$ cat src/design/ffba_pkg.sv
package ffba_pkg;

  localparam int CELLS = 256;

  localparam int CNT_W = 9;
  localparam int IDX_W = 8;
  localparam int LIM_W = 9;

  localparam logic CMD_ALLOC = 1'b0;
  localparam logic CMD_FREE  = 1'b1;

  typedef enum logic [2:0] {
    ST_CLEAR,
    ST_IDLE,
    ST_FIT,
    ST_CHECK,
    ST_WRITE,
    ST_HIGH,
    ST_DONE
  } state_t;

endpackage

$ cat src/design/first_fit_bitmap_allocator_unit.sv
// channel  | signals                                   | direction
// ---------+-------------------------------------------+----------
// cfg      | cfg_valid, cfg_ready, cfg_data            | in
// request  | in_valid, in_ready, command, run_length,  | in
//          | start_cell                                |
// result   | out_valid, out_ready, status, run_start,  | out
//          | last_used_cell                            |
//
// one request at a time through a single-bit map memory, one cell read per cycle.
// allocate: fit scan over up to L cells, n mark writes, top scan over L cells (L = limit).
// free: check of the n cells, n clear writes, then a top scan over L cells.
// after reset a clearing pass writes all CELLS cells before the first request is taken.
// the result sits in an output register, so a new request is taken while it waits.
module first_fit_bitmap_allocator_unit (
  input  logic                       clk,
  input  logic                       rst,
  input  logic                       cfg_valid,
  output logic                       cfg_ready,
  input  logic [ffba_pkg::LIM_W-1:0] cfg_data,
  input  logic                       in_valid,
  output logic                       in_ready,
  input  logic                       command,
  input  logic [8:0]                 run_length,
  input  logic [7:0]                 start_cell,
  output logic                       out_valid,
  input  logic                       out_ready,
  output logic                       status,
  output logic [7:0]                 run_start,
  output logic [7:0]                 last_used_cell
);

  localparam int AW = $clog2(ffba_pkg::CELLS);

  ffba_pkg::state_t state, state_next;

  logic [ffba_pkg::LIM_W-1:0] cells_in_use;
  logic [ffba_pkg::LIM_W-1:0] lim;

  logic                       op_cmd;
  logic [ffba_pkg::CNT_W-1:0] op_len;
  logic [ffba_pkg::IDX_W-1:0] op_start;
  logic                       ok;
  logic [ffba_pkg::CNT_W-1:0] cnt;
  logic [ffba_pkg::CNT_W-1:0] end_cnt;
  logic                       pend;
  logic [ffba_pkg::IDX_W-1:0] pend_idx;
  logic [ffba_pkg::CNT_W-1:0] run;
  logic [ffba_pkg::IDX_W-1:0] at;
  logic [ffba_pkg::IDX_W-1:0] hi;
  logic [AW-1:0]              clr_addr;

  logic                       mem [0:ffba_pkg::CELLS-1];
  logic                       rdata;
  logic                       mem_we;
  logic [AW-1:0]              mem_waddr;
  logic                       mem_wdata;
  logic [AW-1:0]              mem_raddr;

  logic                       accept;
  logic                       issue;
  logic                       scan_end;
  logic                       load_out;
  logic                       clr_last;
  logic [ffba_pkg::CNT_W-1:0] run_inc;
  logic                       found;
  logic [ffba_pkg::CNT_W-1:0] at_calc;
  logic [ffba_pkg::CNT_W:0]   free_end;
  logic                       alloc_bad;
  logic                       free_bad;

  assign lim = (32'(cells_in_use) > ffba_pkg::CELLS)
             ? ffba_pkg::LIM_W'(ffba_pkg::CELLS) : cells_in_use;

  assign cfg_ready = 1'b1;
  assign accept    = in_valid && in_ready;
  assign scan_end  = (cnt == end_cnt) && !pend;
  assign clr_last  = (clr_addr == AW'(ffba_pkg::CELLS - 1));
  assign run_inc   = rdata ? '0 : run + 1'b1;
  assign found     = pend && (run_inc == op_len);
  assign at_calc   = {1'b0, pend_idx} + 9'd1 - op_len;
  assign free_end  = {2'b00, start_cell} + {1'b0, run_length};
  assign alloc_bad = (run_length == '0) || (run_length > lim);
  assign free_bad  = free_end > {1'b0, lim};

  // next state
  always_comb begin
    state_next = state;
    unique case (state)
      ffba_pkg::ST_CLEAR: begin
        if (clr_last) state_next = ffba_pkg::ST_IDLE;
      end
      ffba_pkg::ST_IDLE: begin
        if (accept) begin
          if (command == ffba_pkg::CMD_ALLOC) begin
            state_next = alloc_bad ? ffba_pkg::ST_HIGH : ffba_pkg::ST_FIT;
          end else begin
            state_next = (run_length == '0 || free_bad) ? ffba_pkg::ST_HIGH
                                                         : ffba_pkg::ST_CHECK;
          end
        end
      end
      ffba_pkg::ST_FIT: begin
        if (found) state_next = ffba_pkg::ST_WRITE;
        else if (scan_end) state_next = ffba_pkg::ST_HIGH;
      end
      ffba_pkg::ST_CHECK: begin
        if (scan_end) state_next = ok ? ffba_pkg::ST_WRITE : ffba_pkg::ST_HIGH;
      end
      ffba_pkg::ST_WRITE: begin
        if (cnt + 1'b1 == end_cnt) state_next = ffba_pkg::ST_HIGH;
      end
      ffba_pkg::ST_HIGH: begin
        if (scan_end) state_next = ffba_pkg::ST_DONE;
      end
      ffba_pkg::ST_DONE: begin
        if (!out_valid || out_ready) state_next = ffba_pkg::ST_IDLE;
      end
      default: state_next = ffba_pkg::ST_CLEAR;
    endcase
  end

  // outputs and memory controls
  always_comb begin
    in_ready  = 1'b0;
    issue     = 1'b0;
    mem_we    = 1'b0;
    mem_waddr = AW'(cnt);
    mem_wdata = 1'b0;
    mem_raddr = AW'(cnt);
    load_out  = 1'b0;
    unique case (state)
      ffba_pkg::ST_CLEAR: begin
        mem_we    = 1'b1;
        mem_waddr = clr_addr;
      end
      ffba_pkg::ST_IDLE: begin
        in_ready = 1'b1;
      end
      ffba_pkg::ST_FIT: begin
        issue = (cnt < end_cnt) && !found;
      end
      ffba_pkg::ST_CHECK, ffba_pkg::ST_HIGH: begin
        issue = cnt < end_cnt;
      end
      ffba_pkg::ST_WRITE: begin
        mem_we    = 1'b1;
        mem_wdata = (op_cmd == ffba_pkg::CMD_ALLOC);
      end
      ffba_pkg::ST_DONE: begin
        load_out = !out_valid || out_ready;
      end
      default: begin
      end
    endcase
  end

  always_ff @(posedge clk) begin
    if (mem_we) mem[mem_waddr] <= mem_wdata;
    rdata <= mem[mem_raddr];
  end

  always_ff @(posedge clk) begin
    if (rst) begin
      state        <= ffba_pkg::ST_CLEAR;
      cells_in_use <= 9'd256;
      clr_addr     <= '0;
      pend         <= 1'b0;
      out_valid    <= 1'b0;
    end else begin
      state <= state_next;
      if (cfg_valid && cfg_ready) cells_in_use <= cfg_data;
      if (state == ffba_pkg::ST_CLEAR) clr_addr <= clr_addr + 1'b1;
      pend <= issue && (state_next == state);
      if (load_out) out_valid <= 1'b1;
      else if (out_ready) out_valid <= 1'b0;
    end
  end

  // datapath
  always_ff @(posedge clk) begin
    if (issue) begin
      cnt      <= cnt + 1'b1;
      pend_idx <= cnt[ffba_pkg::IDX_W-1:0];
    end
    unique case (state)
      ffba_pkg::ST_IDLE: begin
        if (accept) begin
          op_cmd   <= command;
          op_len   <= run_length;
          op_start <= start_cell;
          hi       <= '0;
          at       <= '0;
          run      <= '0;
          if (command == ffba_pkg::CMD_ALLOC) begin
            ok      <= 1'b0;
            cnt     <= '0;
            end_cnt <= lim;
          end else if (run_length == '0 || free_bad) begin
            ok      <= (run_length == '0);
            cnt     <= '0;
            end_cnt <= lim;
          end else begin
            ok      <= 1'b1;
            cnt     <= {1'b0, start_cell};
            end_cnt <= free_end[ffba_pkg::CNT_W-1:0];
          end
        end
      end
      ffba_pkg::ST_FIT: begin
        if (pend) run <= run_inc;
        if (found) begin
          ok      <= 1'b1;
          at      <= at_calc[ffba_pkg::IDX_W-1:0];
          cnt     <= at_calc;
          end_cnt <= at_calc + op_len;
        end else if (scan_end) begin
          cnt     <= '0;
          end_cnt <= lim;
        end
      end
      ffba_pkg::ST_CHECK: begin
        if (pend && !rdata) ok <= 1'b0;
        if (scan_end) begin
          if (ok) begin
            cnt     <= {1'b0, op_start};
            end_cnt <= {1'b0, op_start} + op_len;
          end else begin
            cnt     <= '0;
            end_cnt <= lim;
          end
        end
      end
      ffba_pkg::ST_WRITE: begin
        if (cnt + 1'b1 == end_cnt) begin
          cnt     <= '0;
          end_cnt <= lim;
        end else begin
          cnt <= cnt + 1'b1;
        end
      end
      ffba_pkg::ST_HIGH: begin
        if (pend && rdata) hi <= pend_idx;
      end
      default: begin
      end
    endcase
    if (load_out) begin
      status         <= !ok;
      run_start      <= (ok && op_cmd == ffba_pkg::CMD_ALLOC) ? at : '0;
      last_used_cell <= hi;
    end
  end

endmodule
$ cat config.mk
export PLATFORM = sky130hd
export DESIGN_NAME = first_fit_bitmap_allocator_unit
export DESIGN_NICKNAME = d
export VERILOG_FILES = /design/src/design/ffba_pkg.sv /design/src/design/first_fit_bitmap_allocator_unit.sv
export SDC_FILE = /design/constraint.sdc
export NUM_CORES = 1
export LEC_CHECK = 0
export BUFFER_PORTS_ARGS = -buffer_cell sky130_fd_sc_hd__buf_2
export CORE_UTILIZATION = 28
export CTS_CLUSTER_SIZE = 10
export DETAILED_ROUTE_END_ITERATION = 8
export PLACE_DENSITY = 0.47
export SLEW_MARGIN = 20
export SYNTH_ARGS = -nofsm -noshare
export SYNTH_HDL_FRONTEND = slang
export SYNTH_SLANG_ARGS = --single-unit
$ cat constraint.sdc
create_clock -name clk -period 8.8 [get_ports clk]
set_input_delay 1.32 -clock clk [delete_from_list [all_inputs] [get_ports clk]]
set_output_delay 1.32 -clock clk [all_outputs]
set_load 0.01 [all_outputs]
==> qor.yml, run 1 <==
status: "finished with violations"
violations: "design-rule violations"
ys_types: 77
n_fill_cell: 6642
yosysWarnings: 0
worstReg2RegStart: "cnt[0]$_DFF_P_"
synth-seq-area-share_pct: 56.7
drtIter0Drc: 1084
grt_max_degree: 113
numCtsBuffers: 45
relSlewSlack_pct: 27.4
postRouteAntennaNets: 0
postCtsSetupBuffers: 0
ys.flop_type: "edfxtp_1"
syn_nets: 1629
area_growth_pct: 12.8
cts_resized: 0
met2RoutedLength_um: 24300
netlist_area_sq_mm: 0.0188
cts_buffer_depth: 3
grtUsageTotal_pct: 15.4
drive_above_1_share_pct: 14.0
fmax_ghz: 0.199
period_share_pct: 57.1
r2r-end: "end_cnt[7]$_DFFE_PP_"
synth_largest_area_cell: "edfxtp_1"
yosys-top-cells-count: "334 x edfxtp_1, 325 x nor2_1, 97 x nand2_1"
hold_viol: 0
rsz0062_at_grt: "false"
cp.required_ns: 9.13
ys_async_sr_fraction_pct: 0
clk_pin_slew_ns: 0.05
vias_per_cell: 5.07
start_kind: "input pin"
ctsHoldBuffers: 0
overflow: 0
register_area_sq_mm: 0.0107
clkLatencyLatePin_ns: 0.58
nNetsFinal: 1655
cp_max_fo: 8
multi_input_area_sq_mm: 0.00759
chipWidth_um: 261
antenna_found_initial: 1
synth-seq-cells: 366
wl_met1_um: 23700
cts.sinks: 366
cts-htree-levels: 2
pwr_density_cell_mw_per_mm2: 213
drv_cap: 0
avgSynthCellArea_sq_um: 12.4
endpoint: "end_cnt[2]$_DFFE_PP_"
cts_tree: "done"
worstSetupEndpointType: "register"
ioPinCount: 52
yosysMostFrequentCell: "edfxtp_1"
crit_path_start: "run_length[0]"
pre_cts_ws_ns: 3.25
synth.top_cells.by_area: "edfxtp_1 53%, mux4_2 10%, nor2_1 6.5%"
synthDominantCellAreaShare_pct: 53.3
drv_slew: 0
drc: 10
cts-root-buf: "clkbuf_16"
r2r_slack_ns: 4.01
tightest_slew_ns: 1.09
io_buffers: 50
coreArea_sq_mm: 0.0661
setup_tns_ns: 0
synth_edf_count: 334
peakVddDrop_mv: 0.126
grt_pass1_wl_um: 78800
min_period_ns: 5.03
worstPathArrival_ns: 5.35
row_count: 94
post-dp-hpwl_um: 33900
worst_slack_ns: 3.77
die_y_um: 261
drt_wl_total_um: 52300
path_class: "in -> reg"
reg2reg_depth: 9
firstDrtPassIters: 9
top_layer_used: "met5"
finClkSkew_ns: 0.0280
gp_congestion: 0.907
grt_pass1_vias: 12400
p_leak_uw: 0.00667
synth_cells: 1524
detail_route.wl_per_cell_um: 21.4
min_path_type: "reg -> reg"
dieArea_sq_mm: 0.0683
finalSetupViolCount: 0
start_util_pct: 28.5
dr_total_vias: 12400
wl_met3_um: 2630
==> worst max-delay path, stage by stage <==
cell	delay, ns
buf_2	0.13
ha_1	0.24
fa_1	0.40
a21o_1	0.17
a21oi_1	0.21
nor2b_1	0.07
o21ai_0	0.21
nor2b_1	0.21
xnor2_1	0.18
ha_1	0.28
nand3_1	0.11
a21oi_1	0.04
o21ai_0	0.07
a21oi_1	0.13
nor3_1	0.77
nand2_1	0.38
a2bb2oi_1	0.22
and3_1	0.19
==> stage by stage <==
| step | std cells | util, % | total power [uW] | hold slack, ns | area (sq um) |
|---|---|---|---|---|---|
| 6_report | 2446 | 32.1 | 4520 | 0.416 | 21200 |
| 5_1_grt | 2445 | 32.1 | 4700 | 0.422 | 21200 |
| 4_1_cts | 2444 | 32.1 | 4580 | 0.417 | 21200 |
| 3_5_place_dp | 2366 | 30.1 | 2860 | 0.405 | 19900 |
| 3_3_place_gp | 2366 | 30.1 | 2850 | 0.409 | 19900 |
| 2_1_floorplan | 1524 | - | 2620 | 0.400 | 18800 |
==> cell usage in the layout, fill, tap and decap left out, types with 40 or more instances in the layout <==
cell type,n
a21oi_1,40
nand2_1,97
nor2_1,324
inv_1,51
edfxtp_1,334
mux4_2,84
ha_1,69
buf_2,50
o21ai_0,50
clkbuf_16,45
==> kinds of logic (layout without fill, tap and decap cells) <==
family	Yosys count	after routing	synth area share, %
compound gates	197	197	7.24
xor+xnor	59	59	2.82
fa+ha+maj	73	73	5.01
buf+inv	137	194	3.04
flops	366	366	56.7
mux	99	99	10.8
other cells	1	2	0.0199
simple gates	592	592	14.3
==> flip-flops by register name, summed over array words and instances (netlist names), 9 cells and up <==
| name | flops |
|---|---|
| op_len | 9 |
| mem | 256 |
| end_cnt | 9 |
| run | 9 |
| cells_in_use | 9 |
| cnt | 9 |
==> power by group <==
group / leakage [uW] / switching [uW] / internal [uW]
registers: 0.00298 / 142 / 1900
clock network: 0.000635 / 725 / 988
logic: 0.00306 / 366 / 398
total: 0.00667 / 1230 / 3290
==> cell type report <==
class	instances	area share, %
Sequential cell	366	50.3
Multi-Input combinational cell	1021	35.8
Timing Repair Buffer	62	1.66
Inverter	54	0.954
Tap cell	864	5.09
Antenna cell	1	0.0118
Clock inverter	8	0.460
Clock buffer	70	5.79
==> how the worst min path moves through the flow <==
| stage | startpoint | end | cells past startpoint |
|---|---|---|---|
| final | hi[4]$_SDFFCE_PN0P_ | last_used_cell[4]$_DFFE_PP_ | 0 |
| after floorplan | hi[0]$_SDFFCE_PN0P_ | last_used_cell[0]$_DFFE_PP_ | 0 |
| after global placement | hi[5]$_SDFFCE_PN0P_ | last_used_cell[5]$_DFFE_PP_ | 0 |
| after CTS | hi[4]$_SDFFCE_PN0P_ | last_used_cell[4]$_DFFE_PP_ | 0 |
| after global routing | hi[4]$_SDFFCE_PN0P_ | last_used_cell[4]$_DFFE_PP_ | 0 |
| after detailed placement | hi[4]$_SDFFCE_PN0P_ | last_used_cell[4]$_DFFE_PP_ | 0 |
==> metal layers <==
layer  vias up  GRT usage (%)
met1      6278           20.9
met3        93           2.55
li1       5681              -
met5         -              0
met2       356           24.8
met4         2           5.72
No activity file was read; power rests on OpenSTA's default activity.
==> inputs of run 2 (changes only) <==
==> constraint.sdc (replaced) <==
create_clock -name clk -period 4.6 [get_ports clk]
set_input_delay 0.69 -clock clk [delete_from_list [all_inputs] [get_ports clk]]
set_output_delay 0.69 -clock clk [all_outputs]
set_load 0.01 [all_outputs]
==> qor.yml, run 2 (synthesis results as in run 1) <==
cp.required_ns: 4.90  # was 9.13 ns
postCtsSetupBuffers: 0  # unchanged
ctsHoldBuffers: 0  # unchanged
drtIter0Drc: 938  # was 1084
post-dp-hpwl_um: 33800  # was 33900 um
diodes: 0  # was 1
drv_cap: 0  # unchanged
row_count: 94  # unchanged
final_common_cell: "edfxtp_1"  # unchanged
hold_viol: 0  # unchanged
start_kind: "register"  # was input pin
tightest_slew_ns: 1.24  # was 1.09 ns
overflow: 0  # unchanged
detail_route.wl_per_cell_um: 21.2  # was 21.4 um
largest_register_ffs: 256  # unchanged
area_growth_pct: 13.5  # was 12.8%
finClkSkew_ns: 0.0399  # was 0.0280 ns
cts_buffer_depth: 3  # unchanged
worstSetupEndpointType: "register"  # unchanged
clkLatencyLatePin_ns: 0.60  # was 0.58 ns
chipWidth_um: 261  # unchanged
final_util_pct: 32.3  # was 32.1%
drt_wl_total_um: 52100  # was 52300 um
min_path_type: "in -> reg"  # was reg -> reg
gp_congestion: 0.849  # was 0.907
cts.sinks: 366  # unchanged
reg2reg_depth: 17  # was 9
dieArea_sq_mm: 0.0683  # unchanged
setup_tns_ns: 0  # unchanged
io_buffers: 50  # unchanged
drc: 0  # was 10
cts_resized: 0  # unchanged
cts-root-buf: "clkbuf_16"  # unchanged
rsz0062_at_grt: "false"  # unchanged
coreArea_sq_mm: 0.0661  # unchanged
finalSetupViolCount: 0  # unchanged
worstPathArrival_ns: 4.44  # was 5.35 ns
dr_total_vias: 12300  # was 12400
cp_max_fo: 3  # was 8
p_leak_uw: 0.00675  # was 0.00667 uW
n_fill_cell: 6696  # was 6642
status: "complete, no violations"  # was finished with violations
grt_pass1_wl_um: 79100  # was 78800 um
pwr_density_cell_mw_per_mm2: 408  # was 213 mW/mm^2
nNetsFinal: 1668  # was 1655
drv_slew: 0  # unchanged
cts_tree: "done"  # unchanged
peakVddDrop_mv: 0.264  # was 0.126 mV
min_period_ns: 4.14
worst_slack_ns: 0.456  # was 3.77 ns
grt_max_degree: 257  # was 113
grtUsageTotal_pct: 15.5  # was 15.4%
period_share_pct: 90.1
pre_cts_ws_ns: 0.0595  # was 3.25 ns
postRouteAntennaNets: 0  # unchanged
fmax_ghz: 0.241
vias_per_cell: 5.04  # was 5.07
final_cell_mix: "334 x edfxtp_1, 324 x nor2_1, 97 x nand2_1"  # unchanged
hold_path_depth: 3  # was 0
die_y_um: 261  # unchanged
path_class: "reg -> reg"  # was in -> reg
start_util_pct: 28.5  # unchanged
top_register: "mem"  # unchanged
drive_above_1_share_pct: 15.0  # was 14.0%
clk_pin_slew_ns: 0.05  # about the same
relSlewSlack_pct: 17.5  # was 27.4%
grt_pass1_vias: 12600  # was 12400
numCtsBuffers: 46  # was 45
ioPinCount: 52  # unchanged
cts-htree-levels: 2  # unchanged
antenna_found_initial: 2  # was 1
firstDrtPassIters: 7  # was 9
==> run 2: cell types whose count changed in the layout (fill, tap and decap cells not counted), moves of 2 or more <==
cell / delta
buf_4: +11
clkbuf_1: -11
clkinv_2: -2
clkinvlp_4: +2
==> run 2: through the flow <==
stage,cell area (sq um),std cells,total power [uW],hold slack (ns)
2_1_floorplan,18800,1524,5010,0.400
5_1_grt,21400,2451,9090,0.343
6_report,21400,2451,8730,0.338
3_5_place_dp,20000,2379,5510,0.410
3_3_place_gp,20000,2379,5500,0.408
4_1_cts,21400,2451,8860,0.300
==> run 2: critical path: stages (launching register included) <==
cell	delay [ns]
edfxtp_1	0.44
ha_1	0.31
inv_1	0.04
ha_1	0.21
fa_1	0.47
a21o_1	0.20
a21oi_1	0.20
o21ai_0	0.11
a21oi_1	0.18
xor2_1	0.32
inv_1	0.08
ha_1	0.21
or3_1	0.36
o21ai_0	0.08
a21oi_1	0.07
xor2_1	0.16
xnor2_1	0.32
o211ai_1	0.13
==> run 2: power by group <==
group / switching (uW) / leakage [uW] / total, uW / internal (uW)
clock: 1410 / 0.000648 / 3320 / 1910
combinational: 727 / 0.00312 / 1520 / 788
sequential: 255 / 0.00298 / 3890 / 3640
==> run 2: final cells by class <==
type | count | area (sq um) | area share, %
Clock buffer | 60 | 1210 | 5.68
Sequential cell | 366 | 10700 | 49.9
Multi-Input combinational cell | 1021 | 7590 | 35.5
Clock inverter | 12 | 151 | 0.708
Tap cell | 864 | 1080 | 5.06
Timing Repair Buffer | 74 | 455 | 2.13
Inverter | 54 | 203 | 0.948
==> run 2: final timing paths <==
check	from	end	slack, ns
min	cfg_data[8]	cells_in_use[8]$_SDFFE_PP1P_	0.34
max reg2reg	op_len[1]$_DFFE_PP_	end_cnt[8]$_DFFE_PP_	0.46
max	op_len[1]$_DFFE_PP_	end_cnt[8]$_DFFE_PP_	0.46
min reg2reg	hi[5]$_SDFFCE_PN0P_	last_used_cell[5]$_DFFE_PP_	0.42
==> run 2: per-layer routing <==
layer | wire length, um | GRT usage (%)
met1 | 23200 | 20.2
met2 | 25400 | 26.3
met3 | 2100 | 2.28
met4 | 1360 | 5.05
met5 | 13 | 0
==> inputs of run 3 (changes only) <==
--- a/config.mk
+++ b/config.mk
@@ -6,6 +6,7 @@
 export NUM_CORES = 1
 export LEC_CHECK = 0
 export BUFFER_PORTS_ARGS = -buffer_cell sky130_fd_sc_hd__buf_2
+export CORE_ASPECT_RATIO = 1.5
 export CORE_UTILIZATION = 28
 export CTS_CLUSTER_SIZE = 10
 export DETAILED_ROUTE_END_ITERATION = 8
@@ -14,3 +15,4 @@
 export SYNTH_ARGS = -nofsm -noshare
 export SYNTH_HDL_FRONTEND = slang
 export SYNTH_SLANG_ARGS = --single-unit
+export TNS_END_PERCENT = 5
==> qor.yml, run 3 (synthesis results as in run 1) <==
coreArea_sq_mm: 0.0666  # was 0.0661 sq mm
tightest_slew_ns: 1.18  # was 1.24 ns
hold_viol: 0  # unchanged
postCtsSetupBuffers: 0  # unchanged
cts.sinks: 366  # unchanged
setup_tns_ns: 0  # unchanged
status: "complete, no violations"  # unchanged
row_count: 116  # was 94
final_cell_mix: "334 x edfxtp_1, 324 x nor2_1, 97 x nand2_1"  # unchanged
area_growth_pct: 13.4  # was 13.5%
drtIter0Drc: 1039  # was 938
overflow: 0  # unchanged
pre_cts_ws_ns: 0.228  # was 0.0595 ns
ioPinCount: 52  # unchanged
drt_wl_total_um: 54600  # was 52100 um
finalSetupViolCount: 0  # unchanged
largest_register_ffs: 256  # unchanged
min_to: "cells_in_use[8]$_SDFFE_PP1P_"  # unchanged
wl_met1_um: 20900  # was 23200 um
period_share_pct: 89.1  # was 90.1%
numCtsBuffers: 44  # was 46
cts-root-buf: "clkbuf_16"  # unchanged
grtUsageTotal_pct: 16.2  # was 15.5%
min_period_ns: 4.10  # was 4.14 ns
diodes: 0  # unchanged
grt_pass1_wl_um: 81000  # was 79100 um
ctsHoldBuffers: 0  # unchanged
met2RoutedLength_um: 29400  # was 25400 um
cpLargestDelayFamily: "adder cells"  # unchanged
drv_slew: 0  # unchanged
vias_per_cell: 5.00  # was 5.04
worstReg2RegStart: "op_len[1]$_DFFE_PP_"  # unchanged
wl_met3_um: 2100  # about the same
slowest_delay_ns: 0.49  # was 0.47 ns
peakVddDrop_mv: 0.217  # was 0.264 mV
reg2reg_depth: 17  # unchanged
gp_congestion: 0.900  # was 0.849
final_common_cell: "edfxtp_1"  # unchanged
dr_total_vias: 12400  # was 12300
grt_max_degree: 257  # unchanged
antenna_found_initial: 0  # was 2
fmax_ghz: 0.244  # was 0.241 GHz
hold_path_depth: 3  # unchanged
cts-htree-levels: 2  # unchanged
path_class: "reg -> reg"  # unchanged
top_register: "mem"  # unchanged
clk_pin_slew_ns: 0.06  # was 0.05 ns
cts_tree: "done"  # unchanged
r2r-end: "end_cnt[8]$_DFFE_PP_"  # unchanged
dp_cells: 2408  # was 2379
io_buffers: 50  # unchanged
worst_slack_ns: 0.500  # was 0.456 ns
min_path_type: "in -> reg"  # unchanged
crit_path_start: "op_len[1]$_DFFE_PP_"  # unchanged
cp_max_fo: 3  # unchanged
rsz0062_at_grt: "false"  # unchanged
critPathBufInv: 2  # unchanged
nNetsFinal: 1674  # was 1668
detail_route.wl_per_cell_um: 22.1  # was 21.2 um
worstPathArrival_ns: 4.43  # was 4.44 ns
cts_buffer_depth: 3  # unchanged
start_kind: "register"  # unchanged
firstDrtPassIters: 5  # was 7
finClkSkew_ns: 0.0365  # was 0.0399 ns
cp.required_ns: 4.93  # was 4.90 ns
chipWidth_um: 214  # was 261 um
cpMaxStageDelayCell: "edfxtp_1"  # was fa_1
p_leak_uw: 0.00675  # about the same
path_cells: "ha_1, inv_1, ha_1, fa_1, a21o_1, a21oi_1, o21ai_0, a21oi_1, xor2_1, inv_1, ha_1, or3_1, o21ai_0, a21oi_1, xor2_1, xnor2_1, o211ai_1"  # unchanged
die_y_um: 320  # was 261 um
dieArea_sq_mm: 0.0683  # about the same
r2r_slack_ns: 0.50  # was 0.46 ns
drv_cap: 0  # unchanged
post-dp-hpwl_um: 36600  # was 33800 um
start_util_pct: 28.3  # was 28.5%
relSlewSlack_pct: 21.4  # was 17.5%
top_layer_used: "met4"  # was met5
grt_pass1_vias: 12600  # about the same
clkLatencyLatePin_ns: 0.59  # was 0.60 ns
drive_above_1_share_pct: 15.2  # was 15.0%
drc: 0  # unchanged
postRouteAntennaNets: 0  # unchanged
worstSetupEndpointType: "register"  # unchanged
min_from: "cfg_data[8]"  # unchanged
cts_resized: 0  # unchanged
fin_cells: 2472  # was 2451
pwr_density_cell_mw_per_mm2: 403  # was 408 mW/mm^2
run 3: changes by cell type in the layout (fill, tap and decap cells not counted), moves of 2 or more:
cell / delta
inv_16: +2
clkbuf_1: -2
buf_4: +9
clkinv_1: -2
clkbuf_16: -2
clkinv_2: +2
clkinvlp_4: -2
run 3: area by class of cell:
type / instances / area, sq um
timing repair buffer: 82 / 503
clock buffer: 55 / 1140
clock inverter: 9 / 126
tap: 885 / 1110
inverter: 54 / 203
fill: 6637 / 45300
sequential: 366 / 10700
multi-input combinational: 1021 / 7590
run 3: worst max path at each step:
stage,slack (ns),cells after the start,endpoint
after floorplan,0.61,16,end_cnt[1]$_DFFE_PP_
after global placement,0.30,19,end_cnt[1]$_DFFE_PP_
after detailed placement,0.23,19,end_cnt[1]$_DFFE_PP_
after CTS,0.49,17,end_cnt[8]$_DFFE_PP_
after global routing,0.23,17,end_cnt[8]$_DFFE_PP_
final,0.50,17,end_cnt[8]$_DFFE_PP_
run 3: per-layer routing:
metal | global-route usage (%) | up-vias
met4 | 6.75 | 0
li1 | - | 5712
met1 | 18.3 | 6227
met5 | 0 | -
met2 | 30.0 | 312
met3 | 2.27 | 107
run 3: worst min-delay path, cell delays in order:
cell and delay, ns:
buf_2 0.08, nand2_1 0.04, o211ai_1 0.07
run 3: stage by stage:
step | utilization (%) | cell area [sq um] | hold slack, ns | power (uW)
after floorplan | - | 18800 | 0.400 | 5010
after global placement | 30.1 | 20100 | 0.407 | 5500
after detailed placement | 30.1 | 20100 | 0.409 | 5510
after CTS | 32.1 | 21400 | 0.288 | 8740
after global routing | 32.1 | 21400 | 0.316 | 8950
final | 32.1 | 21400 | 0.314 | 8610
run 3: power breakdown:
group / internal [uW] / switching, uW
logic: 787 / 819
clock network: 1810 / 1390
registers: 3640 / 156
total: 6240 / 2370
